File: src/sv/wsra_pkg.sv
// wsra_pkg: shared types, widths and helpers for the windowed source rate alarm
// no dependencies; imported by the interfaces and every module of the block
`default_nettype none

package wsra_pkg;

  localparam int unsigned ADDR_W   = 32;
  localparam int unsigned TIME_W   = 32;
  localparam int unsigned THR_W    = 6;
  localparam int unsigned WIN_W    = 16;
  localparam int unsigned MCOUNT_W = 7;
  // wide enough for the count at the largest supported log depth of 1024
  localparam int unsigned CNT_W    = 11;
  localparam int unsigned GRP_W    = 4;
  localparam int unsigned PADDR_W  = 3;
  localparam int unsigned PDATA_W  = 32;

  typedef enum logic [0:0] {
    REG_THRESHOLD = 1'b0,
    REG_WINDOW    = 1'b1
  } reg_idx_t;

  typedef enum logic [0:0] {
    T_IDLE  = 1'b0,
    T_ACCUM = 1'b1
  } tally_state_t;

  typedef struct packed {
    logic              valid;
    logic [ADDR_W-1:0] src;
    logic [TIME_W-1:0] tstamp;
  } entry_t;

  typedef struct packed {
    logic             done;
    logic [CNT_W-1:0] count;
  } tally_res_t;

  function automatic logic [GRP_W-1:0] popcount8(input logic [7:0] bits);
    logic [GRP_W-1:0] sum;
    sum = '0;
    for (int k = 0; k < 8; k++) begin
      sum = sum + GRP_W'(bits[k]);
    end
    return sum;
  endfunction

endpackage

`default_nettype wire

File: src/sv/wsra_cell.sv
// wsra_cell: one log slot of the shifting log, with its own window match
// depends on wsra_pkg (entry_t, widths)
`default_nettype none

module wsra_cell (
  input  wire logic                     clk,
  input  wire logic                     rst,
  input  wire logic                     shift,
  input  wire wsra_pkg::entry_t         entry_in,
  input  wire logic [wsra_pkg::ADDR_W-1:0] key_src,
  input  wire logic [wsra_pkg::TIME_W-1:0] key_time,
  input  wire logic [wsra_pkg::WIN_W-1:0]  window,
  output wsra_pkg::entry_t              entry,
  output logic                          hit
);
  import wsra_pkg::*;

  logic [TIME_W-1:0] age;

  always_ff @(posedge clk) begin
    if (shift) begin
      entry.src    <= entry_in.src;
      entry.tstamp <= entry_in.tstamp;
    end
    if (rst) begin
      entry.valid <= 1'b0;
    end else if (shift) begin
      entry.valid <= entry_in.valid;
    end
  end

  // age wraps modulo 2^32, so a stamp from the future never counts
  assign age = key_time - entry.tstamp;
  assign hit = entry.valid && (entry.src == key_src) && (age <= TIME_W'(window));

endmodule

`default_nettype wire

File: config.mk
export PLATFORM = sky130hd
export DESIGN_NAME = wsra_cell
export DESIGN_NICKNAME = d
export VERILOG_FILES = /design/src/sv/wsra_pkg.sv /design/src/sv/wsra_cell.sv
export SDC_FILE = /design/constraint.sdc
export NUM_CORES = 1
export LEC_CHECK = 0
export ABC_AREA = 1
export BUFFER_PORTS_ARGS = -buffer_cell sky130_fd_sc_hd__buf_2
export CORE_ASPECT_RATIO = 0.5
export CORE_UTILIZATION = 45
export DETAILED_ROUTE_END_ITERATION = 10
export GPL_TIMING_DRIVEN = 0
export PLACE_DENSITY = 0.82
export SLEW_MARGIN = 20
export SYNTH_ARGS = -nofsm -noshare
export SYNTH_HDL_FRONTEND = slang
export SYNTH_SLANG_ARGS = --single-unit
File: constraint.sdc
create_clock -name clk -period 2.65 [get_ports clk]
set_input_delay 0.265 -clock clk [delete_from_list [all_inputs] [get_ports clk]]
set_output_delay 0.265 -clock clk [all_outputs]
set_load 0.1 [all_outputs]
-- Yosys cells after proc, flatten, opt, wreduce, memory -nomap -nowiden
Cells that the tools add are included.
- add/sub/neg operators: 1
- magnitude comparators: 1
- reduce and logical (&&, ||, !) cells: 2
- eq/ne operators: 1
- operators with widths (kind ; count):
    32-bit == test ; 1
    32-bit by 16-bit less-or-equal comparator with 1-bit output ; 1
    32-bit subtractor ; 1
    1-bit logical AND ; 2
- register bits after elaboration: 65
- bits of input ports: 148
- word-level logic and storage cells: 8

-- Longest topological paths before layout
- depth after elaboration: 3
- mapped depth: 22
- gate-level depth less buffers: 22

-- Worst setup path before layout
Ideal clock, no wire load.
- path kind: flip-flop to output port
- start point: register entry[2] (netlist bit)
- end point: output hit
- setup slack: -1872 ps
- stages on the path, launching flop included: 19
- arrival time: 4257 ps
- cell sequence: edfxtp_1 -> inv_1 -> ha_1 -> nand2_1 -> nand3_1 -> nand2_1 -> nand2_1 -> nand2_1 -> nand2_1 -> xor2_1 -> ha_1 -> nand4_1 -> nor3_1 -> nand4_1 -> nand2_1 -> nand4_1 -> nor2_1 -> nand2_1 -> nor2_1
- longest elaborated chain between the ends: 3
- ends and longest elaborated chain (what ; line ; text):
    start, declared ; wsra_cell.sv:13 ; output wsra_pkg::entry_t entry,
    32-bit subtractor ; wsra_cell.sv:33 ; assign age = key_time - entry.tstamp;
    32-bit by 16-bit less-or-equal comparator with 1-bit output ; wsra_cell.sv:34 ; assign hit = entry.valid && (entry.src == key_src) && (age <= TIME_W'(window));
    1-bit logical AND ; wsra_cell.sv:34 ;
    end, declared ; wsra_cell.sv:14 ; output logic hit
No other way between the ends.

-- Final worst setup path
- start point: register entry[13] (netlist bit)
- end point: output hit
Same word-level chain as after synthesis.

==> metrics.csv <==
metric;value;unit
P&R area growth vs syn;35.0;%
maximum vdd drop;0.404;mV
R2R cell count;2;
post-route setup slack;-1.09;ns
drt pass-1 iters;4;
Top reg by flops;entry;
crit path buf inv count;3;
Multi-input gate area;3060;um^2
number of cells on the critical path;19;
clock-pin slew on the worst setup and hold paths;0.06;ns
#FFs+latches synth;65;
overall routing resource usage;25.9;%
critical path's top delay family;simple AND/OR/NAND/NOR gates;
deepest clock path buffer count;2;
failing checks;setup timing;
clk_lat worst skew;0.33;ns
Setup crit end;hit;
vias in the first global route;5420;
post-synthesis cell count;814;
H-tree depth;3;
ratio of cells with drive above 1 in the final layout;29.2;%
CP arrival;3.47;ns
Routed WL per cell;13.5;um
final WL;16.4;mm
Core Area;11900;um^2
overall power;4.50;mW
period utilisation layout;141;%
root buffer cell;clkbuf_16;
Initial Utilization;46.5;%
critical path startpoint category;flop;
sequential share of the synthesized area;35.1;%
clock network power share;29.6;%
R2R Path Start;entry[64];
via/cell ratio;4.75;
Max stage delay on crit path;0.38;ns
Reg area;1940;um^2
biggest regs;entry x65;
final hold vios;0;
cell-internal power;2.61;mW
Slew headroom;66.8;%
Slowest cell on crit path;edfxtp_1;
skew final;0;ns
reg-to-reg endpoint;entry[64];
CTS tree;built;
Non-Filler Instances;1218;
Worst-Margin Slew;0.501;ns
largest net degree at the start of global routing;44;
WS Path Type;reg -> out;
Sink Count;65;
Die Y;80.4;um
largest fanout on the critical path;4;
Hold Path Class;in -> reg;
# setup viols final;1;
Post-Syn Area per Cell;6.80;um^2
leakage;4.30;nW
Ant. Diodes;0;
max reg flops;65;
Yosys top cell area share;34.7;%
CP Launch Point;entry[13];
CTS buffer count;9;
initial DRC count;369;
Unique masters post-synth;27;
post-synth top area cell;edfxtp_1;
die width;159;um
required time worst endpoint;2.38;ns
Antenna Nets Post-Route;0;
dpl ws;-1.02;ns
cell area power density;602;nW/um^2
CP cell instances;inv_1, ha_2, nand2_1, nand2_1, inv_1, nand2_1, a21oi_2, nand2_2, xor2_2, ha_1, nand4_1, nor3_4, nand4_1, nand2_1, nand4_1, nor2_1, nand2_1, nor2_4, buf_12;
status;complete, but fails checks;
Reg2Reg Setup Slack;2.02;ns
Gate power share;42.2;%
Placer Congestion;0.928;
final worst path period need;3.74;ns
sequential share of power;28.2;%
HPWL Detailed;13.3;mm
Sw Ratio;42.0;%
hold_buf cts;0;
max-cap violation count;0;
total die area;12800;um^2
IO Pins;214;
Cell Area, Synth;5540;um^2
row count;28;
Via Count;5780;
Synth Net Count;1010;
fin. max-slew vios;0;
Switch Pwr;1.89;mW
initial antenna violation count;0;
top post-synthesis cells by area;edfxtp_1 (35%), nand2_1 (20%), inv_1 (14%);
Yosys Warn Count;0;
port bufs;213;
fillers;1074;
RSZ-0062 raised after global routing;yes;
global-route wire length before repair;25.7;mm
maximum clock frequency;0.268;GHz
CP Capture Type;output pin;
CP most frequent cell;nand2_1;
final-stage net count;1244;
# DRC;0;
placed instance count;1193;
grt ovf;0;
-- through the flow --
step,util (%),hold WS [ns],setup TNS (ns),instance area [um^2]
final,62.8,0.0979,-1.09,7480
after detailed placement,58.5,0.443,-1.02,6960
after global placement,58.3,0.441,-0.947,6940
after CTS,61.9,0.0892,-1.03,7370
after global routing,62.8,0.0875,-1.37,7480
after floorplan,-,0.337,-1.03,5670
-- metal layers --
layer  global-route usage [%]  share of wire [%]
met5                        0                  0
met4                     5.96                1.0
met3                     6.46                8.5
met2                     45.8                 47
met1                     32.0                 43
-- cell usage in the layout (no fill, tap or decap), drive strengths merged --
cell      count
nand2       297
buf         223
inv         208
edfxtp       64
nor2         64
ha           47
nand3        35
a21oi        26
xor2         18
nand4        12
o21ai        11
nor3         10
clkbuf        9
xnor2         5
and2          4
o21bai        4
or2           3
and3          2
bufinv        2
clkinv        2
a21o          1
o21a          1
o211ai        1
mux2i         1
fa            1
clkinvlp      1
dfxtp         1
-- worst min path at each step --
stage	startpoint	end	slack, ns	cells after the start
5_1_grt	entry_in[55]	entry[55]	0.09	1
6_report	entry_in[43]	entry[43]	0.1	1
2_1_floorplan	rst	entry[64]	0.34	1
3_5_place_dp	entry_in[43]	entry[43]	0.44	1
4_1_cts	entry_in[43]	entry[43]	0.09	1
3_3_place_gp	entry_in[42]	entry[42]	0.44	1
-- power groups by stage --
stage | clock network [mW] | registers, mW | logic [mW]
5_1_grt | 1.39 | 1.28 | 2.06
2_1_floorplan | 0 | 1.87 | 0.774
6_report | 1.33 | 1.27 | 1.90
3_3_place_gp | 0 | 1.29 | 1.75
3_5_place_dp | 0 | 1.29 | 1.78
4_1_cts | 1.35 | 1.27 | 1.82
-- cells by family (layout without fill, tap and decap cells) --
group,count (synthesis),after routing,share of synthesized area (%)
xor+xnor,23,23,3.64
simple gates,427,427,31.9
buf+inv,206,445,14.0
fa+ha+maj,48,48,11.0
flops,65,65,35.1
compound gates,44,44,4.29
mux,1,1,0.181
-- area by class of cell --
cell class | count | share of cell area, %
Timing Repair Buffer | 223 | 15.7
Sequential cell | 65 | 26.0
Clock inverter | 7 | 1.36
Inverter | 206 | 10.3
Clock buffer | 9 | 3.01
Multi-Input combinational cell | 543 | 40.9
Tap cell | 165 | 2.76
-- worst reg2reg max path, stage by stage (launching register included) --
cell and delay [ns]:
dfxtp_1 0.34, mux2i_1 0.14, nor2_1 0.05
-- synthesized netlist by cell type (all sizes together) --
master	number
o21ai	11
and3	2
or2	3
and2	4
ha	47
xor2	18
nor3	10
o21a	1
fa	1
nand3	35
a21oi	26
xnor2	5
o21bai	4
nand4	12
a21o	1
inv	206
o211ai	1
nor2	64
dfxtp	1
mux2i	1
nand2	297
edfxtp	64
-- repair_timing --
| action | in CTS | in global routing |
|---|---|---|
| hold endpoints to repair | 0 | 0 |
| endpoints found under the setup margin | 1 | 1 |
| pin swaps | 10 | 11 |
| setup buffers | 4 | 5 |
| resized for setup | 15 | 17 |
Note: power is estimated with default switching activity, not from simulation.
