File: config.mk
export PLATFORM = sky130hd
export DESIGN_NAME = wsra_tally
export DESIGN_NICKNAME = d
export VERILOG_FILES = /design/src/sv/wsra_pkg.sv /design/src/sv/wsra_tally.sv
export SDC_FILE = /design/constraint.sdc
export NUM_CORES = 1
export LEC_CHECK = 0
export BUFFER_PORTS_ARGS = -buffer_cell sky130_fd_sc_hd__buf_2
export CORE_MARGIN = 4
export CORE_UTILIZATION = 50
export CTS_BUF_LIST = sky130_fd_sc_hd__clkbuf_4
export CTS_CLUSTER_SIZE = 10
export DETAILED_ROUTE_END_ITERATION = 10
export GPL_TIMING_DRIVEN = 0
export MAX_ROUTING_LAYER = met4
export PLACE_DENSITY = 0.73
export SLEW_MARGIN = 20
export SYNTH_ARGS = -nofsm -noshare
export SYNTH_HDL_FRONTEND = slang
export SYNTH_SLANG_ARGS = --single-unit
File: constraint.sdc
create_clock -name clk -period 10.2 [get_ports clk]
set_input_delay 0 -clock clk [delete_from_list [all_inputs] [get_ports clk]]
set_output_delay 0 -clock clk [all_outputs]
set_load 0.05 [all_outputs]
File: src/sv/wsra_pkg.sv
// wsra_pkg: shared types, widths and helpers for the windowed source rate alarm
// no dependencies; imported by the interfaces and every module of the block
`default_nettype none

package wsra_pkg;

  localparam int unsigned ADDR_W   = 32;
  localparam int unsigned TIME_W   = 32;
  localparam int unsigned THR_W    = 6;
  localparam int unsigned WIN_W    = 16;
  localparam int unsigned MCOUNT_W = 7;
  // wide enough for the count at the largest supported log depth of 1024
  localparam int unsigned CNT_W    = 11;
  localparam int unsigned GRP_W    = 4;
  localparam int unsigned PADDR_W  = 3;
  localparam int unsigned PDATA_W  = 32;

  typedef enum logic [0:0] {
    REG_THRESHOLD = 1'b0,
    REG_WINDOW    = 1'b1
  } reg_idx_t;

  typedef enum logic [0:0] {
    T_IDLE  = 1'b0,
    T_ACCUM = 1'b1
  } tally_state_t;

  typedef struct packed {
    logic              valid;
    logic [ADDR_W-1:0] src;
    logic [TIME_W-1:0] tstamp;
  } entry_t;

  typedef struct packed {
    logic             done;
    logic [CNT_W-1:0] count;
  } tally_res_t;

  function automatic logic [GRP_W-1:0] popcount8(input logic [7:0] bits);
    logic [GRP_W-1:0] sum;
    sum = '0;
    for (int k = 0; k < 8; k++) begin
      sum = sum + GRP_W'(bits[k]);
    end
    return sum;
  endfunction

endpackage

`default_nettype wire

File: src/sv/wsra_tally.sv
// wsra_tally: counts the registered hit vector, eight hits per group, then
// eight group sums per cycle through a shifting row; depends on wsra_pkg
`default_nettype none

module wsra_tally #(
  parameter int unsigned DEPTH = 64
) (
  input  wire logic             clk,
  input  wire logic             rst,
  input  wire logic             start,
  input  wire logic [DEPTH-1:0] hits,
  output wsra_pkg::tally_res_t  res
);
  import wsra_pkg::*;

  localparam int unsigned NG  = (DEPTH + 7) / 8;
  localparam int unsigned NP  = (NG + 7) / 8;
  localparam int unsigned NS  = NP * 8;
  localparam int unsigned PAD = NG * 8;
  localparam int unsigned PW  = (NP > 1) ? $clog2(NP) : 1;

  tally_state_t      state, state_next;
  logic [PAD-1:0]    hits_pad;
  logic [GRP_W-1:0]  grp [NS];
  logic [PW-1:0]     pass;
  logic [CNT_W-1:0]  acc;
  logic [CNT_W-1:0]  lane_sum;
  logic              last_pass;

  assign hits_pad  = PAD'(hits);
  assign last_pass = (pass == PW'(NP - 1));

  always_comb begin
    lane_sum = '0;
    for (int k = 0; k < 8; k++) begin
      lane_sum = lane_sum + CNT_W'(grp[k]);
    end
  end

  always_comb begin
    state_next = state;
    case (state)
      T_IDLE: begin
        if (start) state_next = T_ACCUM;
      end
      T_ACCUM: begin
        if (last_pass) state_next = T_IDLE;
      end
      default: state_next = T_IDLE;
    endcase
  end

  always_ff @(posedge clk) begin
    if (rst) begin
      state    <= T_IDLE;
      pass     <= '0;
      res.done <= 1'b0;
    end else begin
      state    <= state_next;
      res.done <= (state == T_ACCUM) && last_pass;
      if (state == T_ACCUM) begin
        pass <= last_pass ? '0 : pass + PW'(1);
        if (last_pass) res.count <= acc + lane_sum;
      end
    end
  end

  // group sums are loaded at start and shift down eight places per pass
  always_ff @(posedge clk) begin
    if (state == T_IDLE && start) begin
      acc <= '0;
      for (int g = 0; g < NG; g++) begin
        grp[g] <= popcount8(hits_pad[g*8 +: 8]);
      end
      for (int g = NG; g < NS; g++) begin
        grp[g] <= '0;
      end
    end else if (state == T_ACCUM) begin
      acc <= acc + lane_sum;
      for (int g = 0; g < NS - 8; g++) begin
        grp[g] <= grp[g+8];
      end
      for (int g = NS - 8; g < NS; g++) begin
        grp[g] <= '0;
      end
    end
  end

endmodule

`default_nettype wire

Word level (Yosys, flattened, before mapping)
Memories as Yosys holds them, arrays and structs flattened.
Index checks and enable logic that the tools add are counted.
{ "totals": {"reg_bits": 25, "latch_bits": 0, "mem_bits_rw": 32, "rom_bits": 0, "inputBits": 67, "memories": 1} }
{ "mem_list": {"columns": ["memory", "depth", "width", "read_ports", "rd_ports_with_merged_regs", "wr", "line", "rtl"], "rows": [
  ["grp", 8, 4, 8, 0, 8, "wsra_tally.sv:24", "logic [GRP_W-1:0] grp [NS];"]
]} }
{ "classes": {"addsub": 65, "multipliers": 0, "div": 0, "order_cmp": 0, "n_eq_ne": 0, "shifts": 0, "muxes": 17, "bitwise_logic": 11, "n_reduce_logical": 3} }
{ "op_table": {"columns": ["op", "n"], "rows": [
  ["4-bit by 1-bit adder with 4-bit output", 32],
  ["3-bit by 1-bit adder with 4-bit output", 8],
  ["4-bit 2-to-1 mux", 8],
  ["2-bit by 1-bit adder with 3-bit output", 8],
  ["1-bit by 1-bit adder with 2-bit output", 8],
  ["10-bit by 4-bit adder with 11-bit output", 1],
  ["11-bit adder", 1],
  ["9-bit by 4-bit adder with 10-bit output", 1],
  ["8-bit by 4-bit adder with 9-bit output", 1],
  ["7-bit by 4-bit adder with 8-bit output", 1],
  ["1-bit 2-to-1 mux", 8],
  ["1-bit OR", 8],
  ["6-bit by 4-bit adder with 7-bit output", 1],
  ["5-bit by 4-bit adder with 6-bit output", 1],
  ["4-bit by 4-bit adder with 5-bit output", 1],
  ["1-bit inverter", 3],
  ["3-bit AND reduction", 1],
  ["1-bit logical AND", 2],
  ["1-bit case mux with 2 select lines", 1],
  ["1-bit adder (second input constant)", 1]
]} }

Longest topological paths before layout
Gate-level depths: netlist of run 1.
{ "depth": {"word_depth": 8, "depth_mapped": 13, "ltp_nobuf": 13} }

Worst setup path after synthesis of run 1
No wires, ideal clock.
{ "synth_path": {"path_kind": "reg2reg", "from": "register acc[3]", "to": "register acc[10]", "arrival_ns": 3.959, "required_ns": 10.073, "slack_ns": 6.114, "path_stages_with_launch": 14, "n_path_buf": 0, "path_cell_list": "dfxtp_1 > inv_1 > fa_1 > inv_1 > fa_1 > fa_1 > inv_1 > fa_1 > inv_1 > fa_1 > a21o_1 > a221oi_4 > nor4_1 > or3_1"} }
{ "synth_via": {"elab_chain_len": 1} }
{ "synth_lines": {"columns": ["item", "line", "rtl"], "rows": [
  ["start: declaration", "wsra_tally.sv:26", "logic [CNT_W-1:0] acc;"],
  ["start signal: assignment", "wsra_tally.sv:79", "acc <= acc + lane_sum;"],
  ["11-bit adder", "wsra_tally.sv:79", null]
]} }
No other way between the ends.
A chain may end at the register's enable or synchronous reset.

Worst setup path in the final report of run 1
{ "layout_path": {"from": "register acc[2]", "to": "register acc[10]"} }
Same word-level chain as after synthesis.

==> results.md, run 1 <==
Pwr:
- The power density normalized to cell area is 328 nW/um^2.
- The completed layout was analyzed and its total power is 1.63 mW.
- The peak ir drop on the vdd network is 0.000212 V.
- In this run the static leakage power is 2.56 nW.

CTS:
- The worst-skew pair later-pin latency is 0.40 ns.
- The largest buffer count on any clock path is 2.
- The total CTS buffers is 5.
- Clock tree synthesis found a total of 56 sinks.
- TritonCTS built the clock tree.
- Gates resized during post-CTS repair numbered 0.
- Clock tree synthesis selected as its root buffer the cell clkbuf_4.
- The H-tree depth reported by CTS is 2.
- After clock tree synthesis, the clock-pin slew on the worst setup and hold paths is 0.16 ns.

Timing:
- After layout, the minimum clock period comes to 4.35 ns.
- The fmax is 230 MHz.
- Setup repair after global routing left no endpoint under its margin.
- In the final timing run, aggregate negative setup slack is 0 ns.
- The total count of max-transition violations in the final report is 0.
- The final worst clock skew is 0.0212 ns.
- The portion of the clock cycle consumed by the worst path in the final layout is 42.7%.
- The count of endpoints failing setup in the final report is 0.
- For the pin with the worst max-slew slack, the measured transition is 0.807 ns.
- The max-slew headroom at the worst pin is 46.2%.
- The final hold violation count is 0.

Synthesis:
- In the synthesized netlist the dominant register cell turns out to be dfxtp_1.
- The netlist area before placement is 4330 sq um.
- The number of synthesis warnings is 0.
- Synthesis instantiated 35 different standard cells from the library.
- In this run, synthesis inferred 23 flip-flops with an integrated enable.
- The area share of the leading cell type in the synthesized netlist is 27.3%.
- Of all cell types, the one taking the most synthesized area is fa_1.
- Sorting the synthesized cells by how often they occur yields inv_1, fa_1, ha_1.
- The synthesized design contains 56 register bits.
- After synthesis, the share of flip-flops with an asynchronous set or reset is 0%.
- The mean area per synthesized cell is 10.5 sq um.
- The gate count after technology mapping is 414.
- By area the synthesized netlist is led by fa_1, edfxtp_1, dfxtp_1.
- Summing the sequential cell areas from Yosys gives 31.2% of the chip area.
- The number of nets handed over by synthesis was 577.
- The most common cell in the synthesized netlist is inv_1.

Cells and area:
- The area of the multi-input gates is 2530 sq um.
- The final-layout fill cell count is 726.
- At the end of the flow, the number of nets in the layout was 668.
- The number of inserted diodes is 0.
- From synthesis to final layout, the design area changed by 14.7%.
- The fraction of final layout cells with drive strength greater than 1 is 18.0%.
- Across the whole layout, storage elements account for 1350 sq um.

Setup path:
- The master of the slowest instance on the critical path is fa_1.
- The critical register-to-register path endpoint is acc[10].
- The startpoint-to-endpoint class of the critical path is reg2reg.
- Measured in cells, the most critical reg-to-reg path has a length of 12.
- The most frequent cell on the critical path is fa_1.
- The start of the worst register-to-register path is acc[2].
- At the worst endpoint, the required time is 10.49 ns.
- In this run the register-to-register setup slack is 5.85 ns.
- Tracing the worst setup path back leads to its startpoint at acc[2].
- In this design, the stage delay of the slowest critical-path cell is 0.55 ns.
- The peak fanout along the critical path is 4.
- The data arrival time at the worst-slack endpoint is 4.65 ns.
- The signal on the critical path passes through inv_1 > fa_1 > inv_1 > fa_1 > fa_1 > fa_1 > ha_1 > fa_1 > a21o_1 > a221oi_4 > nor4_1 > or3_1.
- The critical path capture point type is a flop.
- The most critical setup path has its endpoint at acc[10].
- The worst setup path is launched from a flop.

Placement:
- The weighted congestion reported at the end of routability-driven placement is 0.809.
- After legalization and detailed placement, the total HPWL measured 6.76 mm.
- The count of input and output buffers is 78.

Global routing:
- The via count of the first global-routing pass is 3,071.
- Across every metal layer, demand over resource in global routing totals 17.6%.
- The largest net degree at the start of global routing is 17.
- The number of antenna violations at the first check in global routing is 0.
- After global routing the overflow that remains totals 0.
- The first-pass GRT wire length is 13.7 mm.

Routing:
- The routed length per instance is 13.2 um.
- The overall routed net length is 8.07 mm.
- The initial detailed-routing violation count is 60.
- The total iterations of the first detailed-routing run is 4.
- The routed layout has 2,949 vias.
- For this run, design rule violations remaining after detail routing come to 0.
- The average via count per standard cell is 4.83.
- The final antenna-violating net count is 0.

Floorplanning:
- In this run the core area contains 33 standard-cell rows.
- The die covers 10,200 sq um.
- The core region is 8300 sq um.
- The die boundary height is 101 um.
- The number of primary I/O pins is 79.
- The die extent in x is 101 um.
- The starting density of the core is 52.1%.

Job:
- Max-cap violations in this run came to 0.

Run status:
- The run finished with clean final reports.

Min path:
- The number of stages on the worst hold path is 3.
- The critical hold path startpoint is hits[58].
- In this run the worst hold path is classified as in2reg.
final cells by class:
| cell class | instances | area share [%] |
|---|---|---|
| plain buffers | 9 | 0.706 |
| clock buffers | 5 | 0.756 |
| inverters | 111 | 8.40 |
| well taps | 105 | 2.65 |
| flip-flops and latches | 56 | 27.2 |
| multi-input cells | 238 | 50.9 |
| repair buffers | 84 | 9.08 |
| clock inverters | 3 | 0.277 |
cell usage in the layout, fill, tap and decap left out, types with 10 or more instances in the layout:
cell / instances
inv_1: 110
buf_2: 79
fa_1: 59
ha_1: 37
dfxtp_1: 33
nor2_1: 27
edfxtp_1: 23
nand2_1: 16
a21oi_1: 11
xnor2_1: 11
mux2i_1: 10
per-layer routing:
metal	global-route usage (%)	vias up	wire length [um]
li1	-	1456	-
met1	22.3	1411	3430
met2	29.5	71	4130
met3	2.77	11	414
met4	4.70	0	104
met5	-	-	0
power by group:
| group | switching (mW) | internal (mW) | leakage, nW |
|---|---|---|---|
| registers | 0.0288 | 0.362 | 0.501 |
| clock network | 0.0698 | 0.0255 | 0.0324 |
| logic | 0.673 | 0.471 | 2.03 |
| total | 0.772 | 0.858 | 2.56 |
worst min path at each step:
stage          slack [ns]          to
6_report            0.004  grp[1][12]
5_1_grt              0.01   grp[1][8]
4_1_cts             0.002  grp[1][12]
3_5_place_dp         0.19     res[11]
3_3_place_gp         0.18     res[11]
2_1_floorplan        0.07     res[11]
registers in the layout, indices dropped and copies added (netlist names):
| signal | count |
|---|---|
| grp | 32 |
| res | 12 |
| acc | 11 |
| state | 1 |
metrics by stage:
stage          utilization (%)  instances  cell area, sq um  worst slack, ns  hold slack (ns)
5_1_grt                   59.8        611              4960             5.73           0.0139
6_report                  59.8        611              4960             5.85          0.00435
3_5_place_dp              58.4        597              4850             5.89            0.191
3_3_place_gp              58.4        597              4850             5.95            0.183
4_1_cts                   59.8        611              4960             5.84          0.00248
2_1_floorplan                -        414              4330             6.11           0.0667
logic make-up (layout without fill, tap and decap cells):
logic type | after synthesis | in the layout | share of synthesized area, %
buffers and inverters | 120 | 212 | 10.4
AOI/OAI and AO/OA | 41 | 41 | 6.45
adders and majority gates | 96 | 96 | 38.0
and+or+nand+nor | 76 | 76 | 8.53
muxes | 10 | 10 | 2.31
xor gates and xnor gates | 15 | 15 | 3.04
DFF | 56 | 56 | 31.2
repair_timing:
action	4_1_cts	5_1_grt
endpoints found under the hold margin	7	0
hold buffers	6	0
buffers inserted	0	0
worst max-delay path, delay by kind of cell, from the launching register on:
family	cells	cell delay, ns
adders and majority gates	6	2.74
and+or+nand+nor	2	0.47
DFF	1	0.34
AOI/OAI and AO/OA	2	0.58
buffers and inverters	2	0.12
Note: power is estimated with default switching activity, not from simulation.
==> run 2: changes to the inputs <==
--- a/config.mk
+++ b/config.mk
@@ -13,7 +13,7 @@
 export DETAILED_ROUTE_END_ITERATION = 10
 export GPL_TIMING_DRIVEN = 0
 export MAX_ROUTING_LAYER = met4
-export PLACE_DENSITY = 0.73
+export PLACE_DENSITY = 0.76
 export SLEW_MARGIN = 20
 export SYNTH_ARGS = -nofsm -noshare
 export SYNTH_HDL_FRONTEND = slang
==> constraint.sdc (replaced) <==
create_clock -name clk -period 3.95 [get_ports clk]
set_input_delay 0 -clock clk [delete_from_list [all_inputs] [get_ports clk]]
set_output_delay 0 -clock clk [all_outputs]
set_load 0.05 [all_outputs]
==> run 2 against run 1 <==
The flow now finishes with violations (negative setup slack). Sequential share of layout area is 0.52 points lower. Wire length is 1.7% higher. First-iteration DRC count is 28% higher.
==> results.md, run 2 (synthesis results as in run 1) <==
Routing:
- The first routing iteration left 77 violations.
- The detail route stage leaves a number of antenna-violating nets equal to 0.
- The residual DRC count is 0.
- The routed length per instance is 13.3 um.
- The average via count per standard cell is 4.91.
- Summing over every cut layer, the via total after detailed routing is 3,022.
- The overall routed net length is 8.21 mm.
- The total iterations of the first detailed-routing run is 4.

Floorplanning:
- The core box area is 8300 sq um.
- The placement row count is 33.
- The die extent in x is 101 um.
- The number of primary I/O pins is 79.
- The starting density of the core is 52.1%.
- The die outline area is 10,200 sq um.
- The die is 101 um tall.

Cells and area:
- The synthesis-to-finish area growth is 17.1%.
- The register with the most flip-flops in the layout has 32 of them.
- Summing all non-filler instances in the final layout gives an area of 5070 sq um.
- The number of inserted diodes is 0.
- The library cells used most frequently in the layout, excluding fill and tap cells, are inv_1, buf_2, fa_1.
- The most common cell after layout, fill and taps aside is inv_1.
- The largest registers in the layout are grp (32), res (12), acc (11).
- The finished layout holds 616 standard cells, fillers aside.
- The final net count is 673.
- The post-route netlist has 22.1% of its cells at a drive strength greater than 1.
- The most flop-heavy register is grp.

Placement:
- The number of placed instances, taps included, is 597.
- The total placed instance area is 4850 sq um.
- The weighted congestion reported at the end of routability-driven placement is 0.861.
- The count of input and output buffers is 78.
- Detailed placement ended at an HPWL of 6.75 mm.

Setup path:
- The worst endpoint required time is 4.23 ns.
- The data arrival time at the worst-slack endpoint is 4.35 ns.
- The top cell family by delay on the critical path is adder cells.
- Together, buffers and inverters on the worst path number 0.
- The largest single stage delay on the critical path is 0.60 ns.
- STA classifies the critical path endpoint as a flop.
- Across all register-to-register paths, the minimum setup slack is -0.12 ns.
- The critical path goes through fa_2 > fa_1 > fa_1 > fa_1 > ha_4 > fa_2 > a21o_1 > a221oi_4 > nor4_1 > or3_1.
- By instance count, the cell type seen most on the critical path is fa_1.
- Among all stages on the critical path, the largest delay is contributed by fa_2.
- The peak fanout along the critical path is 3.
- STA classifies the critical path startpoint as a flop.
- The startpoint-to-endpoint class of the critical path is reg2reg.

Global routing:
- The via count of the first global-routing pass is 3,085.
- For this run, global-route usage on met1 was measured as 20.9%.
- The aggregate global-route resource usage is 16.9%.
- The largest net degree at the start of global routing is 17.
- The global routing stage identified its most utilized layer as met2.
- The first global-routing pass estimated 13.2 mm of wire.
- For met2 alone, demand over resource in global routing was 28.6%.
- The number of antenna violations at the first check in global routing is 0.
- The total overflow reported by the global router is 0.
- Global routing used 3.04% of the available met3 tracks.

Timing:
- The portion of the clock cycle consumed by the worst path in the final layout is 103%.
- The count of endpoints failing setup in the final report is 4.
- The clock period minus worst slack is 4.07 ns.
- The worst hold slack is 0.0108 ns.
- The fmax is 246 MHz.
- The final total negative setup slack is -0.326 ns.
- For the final database, setup skew stands at 0.0180 ns.
- Headroom to the max-slew limit came out at 33.2%.
- Setup repair after global routing could not meet its margin everywhere.
- The transition at the pin with the smallest max-transition slack is 0.998 ns.
- The total count of max-transition violations in the final report is 0.
- The final critical-path setup slack is -0.120 ns.
- The final hold violation count is 0.

CTS:
- Clock tree synthesis inserted a total of 5 buffers.
- No sink is reached through more buffers than the 2 on the longest clock path.
- After clock tree synthesis, the clock-pin slew on the worst setup and hold paths is 0.16 ns.
- The worst-skew pair later-pin latency is 0.38 ns.
- TritonCTS built the clock tree.
- The H-tree depth reported by CTS is 2.
- Counting every sink on the clock net gives 56.
- The tree is rooted in a clkbuf_4.

Run status:
- The flow ran to the end, but the final reports show violations.
- The checks that failed: negative setup slack.

Job:
- The max-cap check violation count is 0.

Min path:
- The class of the most critical hold timing path is in2reg.
==> run 2: cell count changes in the layout (fill, tap and decap cells not counted), sizes merged <==
cell,delta
clkinv,-2
buf,+6
dlygate4sd3,-1
clkbuf,+2
==> run 2: worst paths after layout <==
check                   from  cells after the start   endpoint
hold / removal      hits[18]                      4  grp[0][8]
setup reg to reg  grp[1][10]                     10    acc[10]
hold reg to reg       acc[2]                      2     acc[2]
setup / recovery  grp[1][10]                     10    acc[10]
==> run 2: worst min-delay path: cells and delay by family <==
family        cells  cell delay [ns]
buf+inv           1             0.08
simple gates      1             0.08
mux               1             0.07
fa+ha+maj         1             0.14
==> run 2: what timing repair did <==
action,in CTS,in global routing
resized for setup,4,12
endpoints found under the setup margin,9,10
hold buffers,5,0
setup buffers,2,4
hold endpoints to repair,6,0
pin swaps,13,18
==> run 2: layout make-up <==
| type | count | area, sq um |
|---|---|---|
| Clock inverter | 1 | 5.00 |
| Fill cell | 713 | 3230 |
| Tap cell | 105 | 131 |
| Inverter | 111 | 417 |
| Sequential cell | 56 | 1350 |
| Clock buffer | 7 | 52.6 |
| Buffer | 9 | 35.0 |
| Timing Repair Buffer | 89 | 485 |
| Multi-Input combinational cell | 238 | 2590 |
==> run 2: through the flow <==
| step | util (%) | setup WS, ns |
|---|---|---|
| 2_1_floorplan | - | 0.0132 |
| 3_3_place_gp | 58.5 | -0.141 |
| 3_5_place_dp | 58.5 | -0.189 |
| 4_1_cts | 60.1 | -0.148 |
| 5_1_grt | 61.1 | -0.234 |
| 6_report | 61.1 | -0.120 |
==> run 2: metal layers <==
metal / up-vias / wire [um]
met4: 0 / 98
met5: - / 0
met1: 1465 / 3480
met2: 81 / 4200
met3: 9 / 434
li1: 1467 / -
Power of run 2 is left out: the tool's default activity adds up to more than one toggle a clock period on the data nets, which glitch-free logic cannot reach.
